===== src/sv/assert_macros.svh =====
// assertion helpers for the hash table rtl
`ifndef ASSERT_MACROS_SVH
`define ASSERT_MACROS_SVH

// implication checked every cycle outside reset
`define CHK_IMPL(lbl, clk_i, rst_ni, ante, cons) \
  lbl: assert property (@(posedge clk_i) disable iff (!rst_ni) (ante) |-> (cons)) \
    else $error("check failed");

// next-cycle implication checked outside reset
`define CHK_NEXT(lbl, clk_i, rst_ni, ante, cons) \
  lbl: assert property (@(posedge clk_i) disable iff (!rst_ni) (ante) |=> (cons)) \
    else $error("check failed");

`endif


===== src/sv/mdht_ram.sv =====
// ----------------------------------------------------------------------------
// mdht_ram
// generic single-port synchronous ram with registered read
// ----------------------------------------------------------------------------
`timescale 1ns / 1ps
module mdht_ram #(
  parameter int WIDTH = 8,
  parameter int DEPTH = 16
) (
  input  logic                     clk,
  input  logic                     we,
  input  logic [$clog2(DEPTH)-1:0] addr,
  input  logic [WIDTH-1:0]         wdata,
  output logic [WIDTH-1:0]         rdata
);
  logic [WIDTH-1:0] mem [DEPTH];
  always_ff @(posedge clk) begin
    if (we) mem[addr] <= wdata;
    rdata <= mem[addr];
  end
endmodule


===== config.mk =====
export PLATFORM = sky130hd
export DESIGN_NAME = mdht_ram
export DESIGN_NICKNAME = d
export VERILOG_FILES = /design/src/sv/assert_macros.svh /design/src/sv/mdht_ram.sv
export SDC_FILE = /design/constraint.sdc
export NUM_CORES = 1
export LEC_CHECK = 0
export BUFFER_PORTS_ARGS = -buffer_cell sky130_fd_sc_hd__buf_4
export CAP_MARGIN = 20
export CELL_PAD_IN_SITES_DETAIL_PLACEMENT = 0
export CELL_PAD_IN_SITES_GLOBAL_PLACEMENT = 2
export CORE_MARGIN = 2
export CORE_UTILIZATION = 52
export CTS_CLUSTER_DIAMETER = 30
export DETAILED_ROUTE_END_ITERATION = 10
export PLACE_DENSITY = 0.83
export SLEW_MARGIN = 15
export SYNTH_ARGS = -nofsm -noshare
export SYNTH_HDL_FRONTEND = slang
export SYNTH_SLANG_ARGS = --single-unit

===== constraint.sdc =====
create_clock -name clk -period 2.6 [get_ports clk]
set_input_delay 0 -clock clk [delete_from_list [all_inputs] [get_ports clk]]
set_output_delay 0 -clock clk [all_outputs]
set_load 0.02 [all_outputs]

==> flow_metrics.env <==
export IMPL_root_buffer="clkbuf_8"
export IMPL_io_buffers=21
export IMPL_finalHoldViolations=0
export IMPL_numCtsBuffers=17
export IMPL_synth_area_top_cells="edfxtp_1, mux4_2, dfxtp_1"
export IMPL_fin_ws_ns=1.22
export IMPL_synth_fa_ha_area_frac=0
export IMPL_grt_overflow_total=0
export IMPL_setup_violations=0
export IMPL_crit_buf_inv=0
export IMPL_drtIter0Drc=230
export IMPL_cts_setup_buffers=0
export IMPL_start_kind="flop"
export IMPL_fin_hold_ws_ns=0.0571
export IMPL_ant_nets=0
export IMPL_dpl_hpwl_um=5870
export IMPL_fmax_mhz=727
export IMPL_synth_seq_cells=136
export IMPL_async_flop_share=0
export IMPL_cp_slowest_cell="mux4_2"
export IMPL_dp_slack_ns=0.690
export IMPL_design_area_um2=6090
export IMPL_gp_congestion=0.730
export IMPL_clockBufferDepth=2
export IMPL_drt_total_wl_um=9670
export IMPL_via_per_inst=5.74
export IMPL_io_pins=22
export IMPL_period_needed_ns=1.38
export IMPL_nets=286
export IMPL_die_w_um=103
export IMPL_synthTopCellsByCount="edfxtp_1, mux4_2, a22oi_1"
export IMPL_ys_flop_type="edfxtp_1"
export IMPL_peakVddDrop_v=0.000484
export IMPL_leakagePower_nw=2.00
export IMPL_synth_xor_area_share=0
export IMPL_grt_start_max_net_pins=40
export IMPL_clock_skew_ns=0.00637
export IMPL_status="completed"
export IMPL_yosysSeqAreaShare=0.790
export IMPL_tns_ns=0
export IMPL_yosysTopAreaCell="edfxtp_1"
export IMPL_hp_class="input pin to flop"
export IMPL_core_area_um2=9590
export IMPL_syn_nets=244
export IMPL_worstSkewPairLatency_ns=0.53
export IMPL_drive_above_1_share=0.316
export IMPL_synth_cells=230
export IMPL_worstSetupPathType="flop to flop"
export IMPL_drv_cap=0
export IMPL_place_area_um2=5370
export IMPL_drv_slew=0
export IMPL_yosysMostFrequentCell="edfxtp_1"
export IMPL_wl_per_cell_um=23.1
export IMPL_tritoncts="built"
export IMPL_critical_path_required_ns=3.01
export IMPL_antenna_cells=0
export IMPL_path_cells="mux4_2 > a22oi_1 > nand2_1"
export IMPL_die_h_um=103
export IMPL_initial_core_util=0.528
export IMPL_via_count=2399
export IMPL_ys_warn_count=0
export IMPL_grt_pass1_vias=2450
export IMPL_avgSynthCellArea_um2=22.0
export IMPL_worst_pin_slew_ns=1.00
export IMPL_synth_compound_area_frac=0.0237
export IMPL_fin_crit_sh=0.529
export IMPL_grt_use_total=0.207
export IMPL_endpoint_kind="flop"
export IMPL_die_area_um2=10600
export IMPL_grt_pass1_wl_um=14700
export IMPL_cpLargestDelayFamily="multiplexers"
export IMPL_drt_pre_antenna_iters=5
export IMPL_antenna_found_initial=0
export IMPL_syn2layout_area_growth_pct=20.2
export IMPL_muxShareOfSynthArea=0.142
export IMPL_rsz0062_at_grt="no"
export IMPL_slew_headroom=0.327
export IMPL_cts_max_level=4
export IMPL_r2r_setup_slack_ns=1.22
export IMPL_path_clk_slew_ns=0.06
export IMPL_drc=0
export IMPL_p_per_area_nw_per_um2=868
export IMPL_placement_rows=36
export IMPL_synth_cell_area_um2=5070
export IMPL_synthSimpleGateAreaFrac=0.0321
export IMPL_yosysTopAreaCellShare=0.759
export IMPL_clkSinkCount=136
export IMPL_synth_edf_count=128
export IMPL_synth_top_family_by_area="multiplexers"
export IMPL_critPathMaxFanout=1
export IMPL_ys_types=18
export IMPL_worstPathArrival_ns=1.79
export IMPL_crit_path_max_incr_delay_ns=0.53
[repair_timing]
item / 4_1_cts / 5_1_grt
hold buffers: 8 / 0
hold endpoints to repair: 128 / 0
resized for setup: 0 / 0
[placed cells by master, fill, tap and decap left out]
cell type	n
clkinv_2	2
a22oi_1	16
and2_1	1
buf_4	26
bufinv_16	5
clkbuf_1	1
nand3b_1	2
or3b_2	1
nand2_1	9
clkinvlp_4	4
nand2b_1	2
dfxtp_1	8
clkinv_4	1
nand3_1	1
clkbuf_8	3
mux4_2	32
nor2b_1	2
dlygate4sd3_1	8
clkbuf_16	16
nor3_1	4
edfxtp_1	128
nor2_1	13
[cells by family (layout without fill, tap and decap cells)]
kind of cell / Yosys count / after routing
AO/OA/AOI/OAI: 16 / 16
multiplexers: 32 / 32
flip-flops: 136 / 136
buffers and inverters: 11 / 66
AND/OR/NAND/NOR: 35 / 35
[worst register-to-register path: stages, from the launching register on]
cell	delay (ns)
edfxtp_1	0.37
mux4_2	0.53
a22oi_1	0.28
nand2_1	0.08
[report_power, final]
part	internal, mW	leakage (nW)	total, mW	switching (mW)
combinational	0.110	0.471	0.261	0.150
clock	1.70	0.303	2.56	0.863
sequential	2.45	1.22	2.47	0.0142
[worst paths after layout]
check	from	end	depth (start not counted)
hold reg to reg	mem[12][6]	rdata[6]	3
setup / recovery	mem[7][7]	rdata[7]	3
setup reg to reg	mem[7][7]	rdata[7]	3
hold / removal	addr[3]	mem[2][4]	3
[metal layers]
| layer | share of wire | wire (um) | up-vias | track usage |
|---|---|---|---|---|
| li1 | - | - | 1046 | - |
| met1 | 0.44 | 4290 | 1259 | 0.299 |
| met2 | 0.47 | 4590 | 74 | 0.290 |
| met3 | 0.059 | 569 | 20 | 0.0637 |
| met4 | 0.024 | 229 | 0 | 0.104 |
| met5 | 0 | 0 | - | 0 |
[metrics by stage]
stage                     power, mW   util  cells
after floorplan                2.65      -    230
after global placement         2.76  0.560    378
after detailed placement       2.76  0.560    378
after CTS                      5.32  0.635    418
after global routing           5.43  0.635    418
final                          5.29  0.635    418
[final cells by class]
cell class / count / area [um2]
fillers: 617 / 3500
flip-flops and latches: 136 / 4000
repair buffers: 34 / 275
clock buffers: 20 / 445
clock inverters: 12 / 199
well taps: 133 / 166
multi-input cells: 83 / 1000
[state kept, by name, indices dropped and copies added, names as in the netlist]
name,cells
mem,128
rdata,8
No activity file was read; power rests on OpenSTA's default activity.
